[src/cq_pkg.sv]
// Shared types, constants and helpers for the circular queue.
package cq_pkg;

  localparam int DEPTH  = 16;
  localparam int IDX_W  = $clog2(DEPTH);
  localparam int CNT_W  = $clog2(DEPTH + 1);
  localparam int WORD_W = 32;
  localparam int OP_W   = 2;

  typedef logic [IDX_W-1:0]  idx_t;
  typedef logic [CNT_W-1:0]  cnt_t;
  typedef logic [WORD_W-1:0] word_t;

  typedef enum logic [OP_W-1:0] {
    OP_ENQ = 2'd0,
    OP_DEQ = 2'd1,
    OP_QRY = 2'd2
  } op_t;

  // Controller to datapath commands.
  typedef struct packed {
    logic capture;  // latch the accepted item
    logic exec;     // update pointers, write slot, read old head
    logic read;     // read new head and tail slots
  } cq_cmd_t;

  localparam cnt_t DEPTH_CNT = cnt_t'(DEPTH);

  // Next slot index, wrapping at the configured capacity.
  function automatic idx_t cq_advance(idx_t i, cnt_t cap);
    cnt_t inc;
    inc = cnt_t'(i) + cnt_t'(1);
    return (inc >= cap) ? '0 : inc[IDX_W-1:0];
  endfunction

  // Clamp a written capacity into 1..DEPTH.
  function automatic cnt_t cq_clamp_cap(cnt_t v);
    cnt_t r;
    r = v;
    if (v == '0) r = cnt_t'(1);
    else if (v > DEPTH_CNT) r = DEPTH_CNT;
    return r;
  endfunction

endpackage

[src/cq_ctrl.sv]
// Sequencing controller for the circular queue: accept, execute, read, respond.
module cq_ctrl (
  input  logic            clk,
  input  logic            rst_n,
  input  logic            start,
  output logic            busy,
  output cq_pkg::cq_cmd_t cmd,
  output logic            out_valid
);
  import cq_pkg::*;

  typedef enum logic [1:0] {
    S_IDLE,
    S_EXEC,
    S_READ,
    S_RESP
  } state_t;

  state_t state_r;
  logic   out_valid_r;

  always_ff @(posedge clk) begin
    if (!rst_n) begin
      state_r     <= S_IDLE;
      out_valid_r <= 1'b0;
    end else begin
      out_valid_r <= 1'b0;
      case (state_r)
        S_IDLE: begin
          if (start) state_r <= S_EXEC;
        end
        S_EXEC: begin
          state_r <= S_READ;
        end
        S_READ: begin
          state_r     <= S_RESP;
          out_valid_r <= 1'b1;
        end
        S_RESP: begin
          state_r <= S_IDLE;
        end
        default: begin
          state_r <= S_IDLE;
        end
      endcase
    end
  end

  assign busy        = (state_r != S_IDLE);
  assign cmd.capture = start && (state_r == S_IDLE);
  assign cmd.exec    = (state_r == S_EXEC);
  assign cmd.read    = (state_r == S_READ);
  assign out_valid   = out_valid_r;

endmodule

[src/cq_dpath.sv]
// Datapath for the circular queue: slot memory, pointers, count, capacity, result fields.
module cq_dpath (
  input  logic                   clk,
  input  logic                   rst_n,
  input  cq_pkg::cq_cmd_t        cmd,
  input  logic                   cfg_we,
  input  logic [cq_pkg::CNT_W-1:0] cfg_wdata,
  input  logic [cq_pkg::OP_W-1:0]  in_opcode,
  input  logic signed [cq_pkg::WORD_W-1:0] in_data_in,
  output logic                   out_ok,
  output logic signed [cq_pkg::WORD_W-1:0] out_data_out,
  output logic signed [cq_pkg::WORD_W-1:0] out_front_word,
  output logic signed [cq_pkg::WORD_W-1:0] out_rear_word,
  output logic [cq_pkg::CNT_W-1:0] out_occupancy,
  output logic                   out_is_empty,
  output logic                   out_is_full
);
  import cq_pkg::*;

  word_t mem [DEPTH];

  logic [OP_W-1:0] op_r;
  word_t           din_r;
  idx_t            head_r, head_nxt;
  idx_t            tail_r, tail_nxt;
  cnt_t            cnt_r, cnt_nxt;
  cnt_t            cap_r;
  logic            ok_r, ok_nxt;
  logic            dq_ok_r, dq_ok_nxt;
  word_t           dq_r, front_r, rear_r;
  logic            wen;
  idx_t            waddr;
  logic            empty, full;

  assign empty = (cnt_r == '0);
  assign full  = (cnt_r == cap_r);

  always_comb begin
    head_nxt  = head_r;
    tail_nxt  = tail_r;
    cnt_nxt   = cnt_r;
    ok_nxt    = 1'b1;
    dq_ok_nxt = 1'b0;
    wen       = 1'b0;
    waddr     = empty ? '0 : cq_advance(tail_r, cap_r);
    case (op_r)
      OP_ENQ: begin
        if (full) begin
          ok_nxt = 1'b0;
        end else begin
          wen      = 1'b1;
          tail_nxt = waddr;
          if (empty) head_nxt = '0;
          cnt_nxt  = cnt_r + cnt_t'(1);
        end
      end
      OP_DEQ: begin
        if (empty) begin
          ok_nxt = 1'b0;
        end else begin
          dq_ok_nxt = 1'b1;
          cnt_nxt   = cnt_r - cnt_t'(1);
          if (head_r == tail_r) begin
            head_nxt = '0;
            tail_nxt = '0;
          end else begin
            head_nxt = cq_advance(head_r, cap_r);
          end
        end
      end
      default: begin
        ok_nxt = 1'b1;
      end
    endcase
  end

  // Control state: pointers, count, capacity.
  always_ff @(posedge clk) begin
    if (!rst_n) begin
      head_r <= '0;
      tail_r <= '0;
      cnt_r  <= '0;
      cap_r  <= DEPTH_CNT;
    end else if (cfg_we) begin
      cap_r  <= cq_clamp_cap(cfg_wdata);
      head_r <= '0;
      tail_r <= '0;
      cnt_r  <= '0;
    end else if (cmd.exec) begin
      head_r <= head_nxt;
      tail_r <= tail_nxt;
      cnt_r  <= cnt_nxt;
    end
  end

  // Item and result payload.
  always_ff @(posedge clk) begin
    if (cmd.capture) begin
      op_r  <= in_opcode;
      din_r <= word_t'(in_data_in);
    end
    if (cmd.exec) begin
      ok_r    <= ok_nxt;
      dq_ok_r <= dq_ok_nxt;
    end
  end

  // Slot memory: one write port, three registered read ports, two at head and one at tail.
  always_ff @(posedge clk) begin
    if (cmd.exec && wen) mem[waddr] <= din_r;
    if (cmd.exec) dq_r <= mem[head_r];
    if (cmd.read) begin
      front_r <= mem[head_r];
      rear_r  <= mem[tail_r];
    end
  end

  assign out_ok         = ok_r;
  assign out_data_out   = dq_ok_r ? $signed(dq_r) : '0;
  assign out_front_word = empty ? '0 : $signed(front_r);
  assign out_rear_word  = empty ? '0 : $signed(rear_r);
  assign out_occupancy  = cnt_r;
  assign out_is_empty   = empty;
  assign out_is_full    = full;

endmodule

[src/circular_queue.sv]
// Top level of the circular queue: controller plus datapath.
// Circular queue of signed 32-bit words, capacity 1..16 slots.
// Input: raise start with in_opcode (0 enqueue, 1 dequeue, 2 or 3 query) and
// in_data_in; the transfer happens at a rising edge where start is high and
// busy is low. busy stays high until the result has been shown.
// Output: out_valid is raised once the execute and slot read steps are done and
// is high for exactly one cycle, with ok, dequeued word, front and rear words,
// occupancy and the empty and full flags valid in that cycle. The receiver
// cannot stall it. A new item is accepted only after the execute, slot read
// and respond steps of the last one around the single slot memory.
// Configuration: cfg_we with cfg_wdata sets the capacity (0 taken as 1, above
// 16 taken as 16) and empties the queue; write it only while busy is low.
// Reset (rst_n low, synchronous): queue empty, capacity 16, no result pending.
// Slot contents are not cleared; only written slots are ever reported.
module circular_queue (
  input  logic                               clk,
  input  logic                               rst_n,
  input  logic                               cfg_we,
  input  logic [cq_pkg::CNT_W-1:0]           cfg_wdata,
  input  logic                               start,
  output logic                               busy,
  input  logic [cq_pkg::OP_W-1:0]            in_opcode,
  input  logic signed [cq_pkg::WORD_W-1:0]   in_data_in,
  output logic                               out_valid,
  output logic                               out_ok,
  output logic signed [cq_pkg::WORD_W-1:0]   out_data_out,
  output logic signed [cq_pkg::WORD_W-1:0]   out_front_word,
  output logic signed [cq_pkg::WORD_W-1:0]   out_rear_word,
  output logic [cq_pkg::CNT_W-1:0]           out_occupancy,
  output logic                               out_is_empty,
  output logic                               out_is_full
);
  import cq_pkg::*;

  cq_cmd_t cmd;

  cq_ctrl u_ctrl (
    .clk       (clk),
    .rst_n     (rst_n),
    .start     (start),
    .busy      (busy),
    .cmd       (cmd),
    .out_valid (out_valid)
  );

  cq_dpath u_dpath (
    .clk            (clk),
    .rst_n          (rst_n),
    .cmd            (cmd),
    .cfg_we         (cfg_we),
    .cfg_wdata      (cfg_wdata),
    .in_opcode      (in_opcode),
    .in_data_in     (in_data_in),
    .out_ok         (out_ok),
    .out_data_out   (out_data_out),
    .out_front_word (out_front_word),
    .out_rear_word  (out_rear_word),
    .out_occupancy  (out_occupancy),
    .out_is_empty   (out_is_empty),
    .out_is_full    (out_is_full)
  );

`ifndef SYNTH
  a_strobe_in_busy: assert property (@(posedge clk) disable iff (!rst_n)
    out_valid |-> busy) else $error("result strobe outside of a busy window");

  a_strobe_single: assert property (@(posedge clk) disable iff (!rst_n)
    out_valid |=> !out_valid) else $error("result strobe longer than one cycle");

  a_accept_busy: assert property (@(posedge clk) disable iff (!rst_n)
    (start && !busy) |=> busy) else $error("accepted transfer did not raise busy");

  a_full_not_empty: assert property (@(posedge clk) disable iff (!rst_n)
    out_valid && out_is_full |-> !out_is_empty && (out_occupancy != '0))
    else $error("queue reported full and empty together");
`endif

endmodule

[config.mk]
export PLATFORM = sky130hd
export DESIGN_NAME = circular_queue
export DESIGN_NICKNAME = d
export VERILOG_FILES = /design/src/cq_pkg.sv /design/src/cq_ctrl.sv /design/src/cq_dpath.sv /design/src/circular_queue.sv
export SDC_FILE = /design/constraint.sdc
export NUM_CORES = 1
export LEC_CHECK = 0
export BUFFER_PORTS_ARGS = -buffer_cell sky130_fd_sc_hd__buf_2
export CORE_UTILIZATION = 61
export CTS_CLUSTER_DIAMETER = 100
export CTS_CLUSTER_SIZE = 40
export DETAILED_ROUTE_END_ITERATION = 10
export PLACE_DENSITY_LB_ADDON = 0.08
export SLEW_MARGIN = 20
export SYNTH_ARGS = -nofsm -noshare
export SYNTH_HDL_FRONTEND = slang
export SYNTH_SLANG_ARGS = --single-unit
[constraint.sdc]
create_clock -name clk -period 7 [get_ports clk]
set_input_delay 1.4 -clock clk [delete_from_list [all_inputs] [get_ports clk]]
set_output_delay 1.4 -clock clk [all_outputs]
set_load 0.1 [all_outputs]
* Yosys cells after proc, flatten, opt, wreduce, memory -nomap -nowiden
Memories as Yosys holds them, arrays and structs flattened. A register that Yosys moved wholly into a read port is not among the register bits.
Cells that the tools add are included.
** Word-level totals
- Register bits :: 121
- RAM bits :: 512
- Input port bits :: 43
- Output and inout port bits :: 106
- Logic and storage cells :: 75
- Memories :: 1
** Memory list
- u_dpath.mem :: words 16, bits a word 32, rd ports 2, clocked after Yosys merged registers in 2, write ports 1, line cq_dpath.sv:20 : word_t mem [DEPTH];
** Cells by class
- $add $sub $neg :: 4
- Order comparisons :: 3
- Equality and inequality tests :: 11
- Mux-type cells :: 31
- Bitwise gates (word level) :: 1
- Reductions and logical operators :: 12
** Operators with widths (count)
- 32-bit two-way mux :: 3
- 4-bit two-way mux :: 12
- 5-bit two-way mux :: 4
- 4-bit one-hot mux with 2 select lines :: 2
- 4-bit by 1-bit adder with 5-bit output, second input constant :: 2
- 5-bit >= comparator :: 2
- 5-bit zero test :: 2
- 5-bit one-hot mux with 2 select lines :: 1
- 5-bit AND reduction :: 2
- 2-bit one-hot mux with 4 select lines :: 1
- 1-bit two-way mux :: 6
- 2-bit inequality test, second input constant :: 3
- 5-bit by 1-bit adder with 5-bit output, second input constant :: 1
- 5-bit == test :: 1
- 5-bit > comparator, second input constant :: 1
- 5-bit by 1-bit subtractor with 5-bit output, second input constant :: 1
- 2-bit by 1-bit == test with 1-bit output, second input constant :: 2
- 2-bit == test, second input constant :: 2
- 4-bit == test :: 1
- 2-bit zero test :: 2
- 2-bit by 1-bit inequality test with 1-bit output, second input constant :: 2
- 4-bit AND reduction :: 1
- 2-bit nonzero test :: 2
- 1-bit logical AND :: 2
- 4 further kinds :: 4

* Longest topological paths before layout
- Depth after elaboration :: 8
- Depth in mapped cells :: 11
- Mapped depth without buffers :: 10

* Modules after synthesis
Synthesis repeated with hierarchy kept, for this count alone.
** Unflattened totals
- Cells, all modules :: 1366
- Area, all modules :: 29381.9 um^2
** By module, submodules not included
- cq_dpath :: instances 1, cells each 1348, area each 29199.3 um^2, seq. area each 19779.0 um^2
- cq_ctrl :: instances 1, cells each 18, area each 182.7 um^2, seq. area each 60.1 um^2

* Worst setup path after synthesis
OpenSTA, ideal clock, no wires.
- Path type :: register to register
- Start :: register u_ctrl.state_r[1]
- End :: memory u_dpath.mem[13][0] in the netlist's numbering, enable pin
- Library setup time :: 501 ps
- Arrival :: 5333 ps
- Required time :: 6499 ps
- Setup slack :: 1166 ps
- Stages on the path, launching flop included :: 7
- Path buffers :: 0
- Period minus slack after synthesis :: 5834 ps
- Cell sequence :: dfxtp_1 -> inv_1 -> ha_1 -> or3b_2 -> a21oi_2 -> nand2_2 -> nor4_1
** Between the ends
- Cells in the longest elaborated chain, start to end :: 4
** RTL lines
- start: declaration :: line cq_ctrl.sv:19 : state_t state_r;
- start signal: assignment :: line cq_ctrl.sv:24 : state_r <= S_IDLE;
- start signal: assignment :: line cq_ctrl.sv:30 : if (start) state_r <= S_EXEC;
- start signal: assignment :: line cq_ctrl.sv:33 : state_r <= S_READ;
- 2-bit by 1-bit == test with 1-bit output :: line cq_ctrl.sv:51 : assign cmd.exec = (state_r == S_EXEC);
- 1-bit logical AND :: line cq_dpath.sv:110 : if (cmd.exec && wen) mem[waddr] <= din_r;
- 1-bit two-way mux :: line cq_dpath.sv:110
- 1-bit two-way mux (not written as such) :: line cq_dpath.sv:110
- end: declaration :: line cq_dpath.sv:20
Every way passes these cells.

* Final worst setup path
- Start :: register u_dpath.tail_r[0]
- End :: memory u_dpath.mem[10][9] in the netlist's numbering, enable pin
** Between the ends
- Cells in the longest elaborated chain, start to end :: 4
** RTL lines
- start: declaration :: line cq_dpath.sv:25 : idx_t tail_r, tail_nxt;
- start signal: assignment :: line cq_dpath.sv:91 : tail_r <= tail_nxt;
- 4-bit by 1-bit adder with 5-bit output (*) :: line cq_pkg.sv:32 : inc = cnt_t'(i) + cnt_t'(1);
- 5-bit >= comparator :: line cq_pkg.sv:33 : return (inc >= cap) ? '0 : inc[IDX_W-1:0];
- 4-bit two-way mux (*) :: line cq_pkg.sv:33
- 4-bit two-way mux (*) :: line cq_dpath.sv:45 : waddr = empty ? '0 : cq_advance(tail_r, cap_r);
Mark *: on every way between the ends. The rest lies on a longest branch, timed or not.

==> flow_summary.json <==
{
  "final_cell_mix": "644 x edfxtp_1, 319 x mux4_2, 148 x buf_2",
  "finalNetCount": 1551,
  "hold_depth": 1,
  "critPathArrivalTime_ns": 5.29,
  "cts.htree.levels": 1,
  "drc_errors": 0,
  "grt-ovfl-total": 0,
  "via_per_inst": 6.84,
  "synth_fp_nets": 1428,
  "die_x_um": 222,
  "drive_gt1_share_pct": 38.4,
  "worstMarginPinSlew_ns": 1.00,
  "worst_setup_path_end_kind": "register",
  "power_mw": 7.90,
  "crit-reg2reg-launch": "u_dpath.tail_r[0]",
  "placed_cells": 2080,
  "syn-instance-count": 1365,
  "hold_viol_final": 0,
  "fp.dieH_um": 222,
  "dp_hpwl_mm": 38.6,
  "tns_ns": 0,
  "clkSinkCount": 669,
  "ir_drop_uv": 264,
  "cap_violations": 0,
  "min_period_over_period_pct": 71.6,
  "layout_commonest_cell": "edfxtp_1",
  "status": "finished, final reports clean",
  "track_usage_pct": 26.5,
  "max_slew_margin_pct": 32.9,
  "synth-edff-count": 644,
  "yosysWarnings": 0,
  "crit_path_max_fanout": 40,
  "worstHoldStart": "u_ctrl.state_r[0]",
  "start_util_pct": 61.7,
  "syn_area_sq_um": 29400,
  "path_clk_slew_ns": 0.14,
  "slew_viol_final": 0,
  "ff_latch_area_sq_um": 19900,
  "rsz0062_at_grt": "false",
  "dr.pass1.iters": 5,
  "synth_cell_types": 57,
  "synth-main-ff-cell": "edfxtp_1",
  "io_buffers": 148,
  "finalSetupViolations": 0,
  "crit_type": "register to register",
  "n_fill_cell": 3076,
  "io_pins": 149,
  "clockRootBuffer": "clkbuf_16",
  "clockBufferDepth": 3,
  "final_util_pct": 66.2,
  "area_delta_synth_final_pct": 7.20,
  "gp_congestion": 0.788,
  "rows": 80,
  "fmax_mhz": 200,
  "grt_max_degree": 101,
  "min_period_ns": 5.01,
  "syn_area_per_cell_sq_um": 21.5,
  "routedWlPerCell_um": 30.1,
  "leakagePower_nw": 9.60,
  "worstReg2RegEnd": "u_dpath.mem[10][9]",
  "crit_required_ns": 7.28,
  "routed_wl_mm": 63.6,
  "clock_skew_ns": 0.0305,
  "ant_nets": 0,
  "cts_tree": "yes",
  "die-area_sq_um": 49100,
  "clk_latency_ns": 0.59,
  "antenna_found_initial": 0,
  "rrSetupSlack_ns": 1.99,
  "synth_seq_area_share_pct": 67.4,
  "fin_cells": 2113,
  "drt_iter0_drc": 1399,
  "ys_async_sr_fraction_pct": 0,
  "power.density_nw_per_um2": 251,
  "numCtsBuffers": 21,
  "hold_class": "register to register",
  "r2r_cells": 11,
  "grt_first_pass_wirelength_mm": 95.1,
  "synth-seq-cells": 669,
  "cts-resized-gates": 0,
  "first_global_vias": 14700,
  "postCtsHoldBufs": 0,
  "start_kind": "register",
  "postCtsSetupBuffers": 0,
  "core_area_sq_um": 47600,
  "multi_input_comb_area_sq_um": 9180,
  "vias": 14500,
  "min_to": "u_ctrl.state_r[0]"
}
==> state kept, by name, indices dropped and copies added (netlist names), named ones only <==
signal and count:
u_dpath.mem 512, u_dpath.din_r 32, u_dpath.dq_r 32, u_dpath.front_r 32, u_dpath.rear_r 32, u_dpath.cap_r 5, u_dpath.out_occupancy 5, u_dpath.head_r 4
u_dpath.tail_r 4, u_ctrl.state_r 2, u_dpath.op_r 2, u_ctrl.out_valid 1, u_dpath.dq_ok_r 1, u_dpath.out_ok 1
==> per-stage QoR <==
step	hold slack [ns]	instance area, sq um	setup slack (ns)
finish	0.556	31500	1.99
CTS	0.553	31500	1.58
floorplan	0.498	29400	1.17
global placement	0.515	30900	1.71
global route	0.581	31500	1.60
detailed placement	0.523	30900	1.61
==> worst max path at each step <==
| stage | startpoint | end | depth (start not counted) |
|---|---|---|---|
| after floorplan | u_ctrl.state_r[1] | u_dpath.mem[13][0] | 6 |
| after global placement | u_dpath.tail_r[0] | u_dpath.mem[6][22] | 11 |
| after detailed placement | u_dpath.tail_r[0] | u_dpath.mem[10][10] | 11 |
| after CTS | u_dpath.tail_r[0] | u_dpath.mem[10][10] | 11 |
| after global routing | u_dpath.tail_r[0] | u_dpath.mem[10][7] | 11 |
| final | u_dpath.tail_r[0] | u_dpath.mem[10][9] | 11 |
==> routing by layer <==
layer	vias up	global-route usage, %	share of wire (%)
li1	5998	-	-
met1	7778	39.2	41
met2	605	43.5	50
met3	73	2.50	6.3
met4	0	6.59	2.4
met5	-	0	0
==> area by class of cell <==
| cell class | instances | area share [%] |
|---|---|---|
| antenna | 1 | 0.00794 |
| clock buffer | 25 | 1.71 |
| clock inverter | 7 | 0.202 |
| inverter | 15 | 0.179 |
| multi-input combinational | 594 | 29.1 |
| sequential | 669 | 63.0 |
| tap | 615 | 2.44 |
| timing repair buffer | 187 | 3.36 |
==> cell usage after synthesis, types with 3 or more instances <==
master / instances / area [sq um]
buf_6: 8 / 90.1
inv_1: 15 / 56.3
xnor2_1: 10 / 87.6
a21o_1: 3 / 22.5
ha_1: 19 / 238
nand3_1: 10 / 50.1
o21ai_0: 13 / 65.1
nor3_1: 3 / 15.0
xor2_1: 5 / 43.8
and3_1: 4 / 25.0
and2_1: 38 / 238
nor3b_1: 4 / 30.0
a21oi_1: 12 / 60.1
clkbuf_1: 34 / 128
mux2i_1: 4 / 40.0
o211ai_1: 4 / 30.0
nand2b_1: 4 / 25.0
nor2_1: 24 / 90.1
nor4_1: 4 / 25.0
o21a_1: 3 / 22.5
buf_1: 7 / 26.3
buf_2: 24 / 120
dfxtp_1: 25 / 500
nand2_1: 11 / 41.3
edfxtp_1: 644 / 19300
buf_4: 11 / 82.6
nor2b_1: 69 / 432
mux4_2: 319 / 7180
==> cell families after synthesis <==
family	Yosys count	synth area share, %
DFF	669	67.4
muxes	323	24.6
and+or+nand+nor	185	3.70
buffers and inverters	102	1.80
AOI/OAI and AO/OA	51	1.16
adders and majority gates	20	0.876
xor gates and xnor gates	15	0.447
==> worst max-delay path, stage by stage, from the launching register on <==
cell and delay [ns]:
dfxtp_4 0.90, ha_1 0.30, and2b_2 0.23, nor2_1 0.27, inv_1 0.16, ha_1 0.30
o21ai_0 0.07, o21ai_0 0.12, a211oi_2 0.60, nand4_1 0.52, nor2_4 0.85, buf_4 0.37
==> where the power goes <==
group          internal, mW  total (mW)  switching (mW)
Clock                 0.579        1.70            1.12
Combinational         0.226        1.20           0.969
Sequential             4.79        5.01           0.211
Total                  5.60        7.90            2.30
Note: power is estimated with default switching activity, not from simulation.
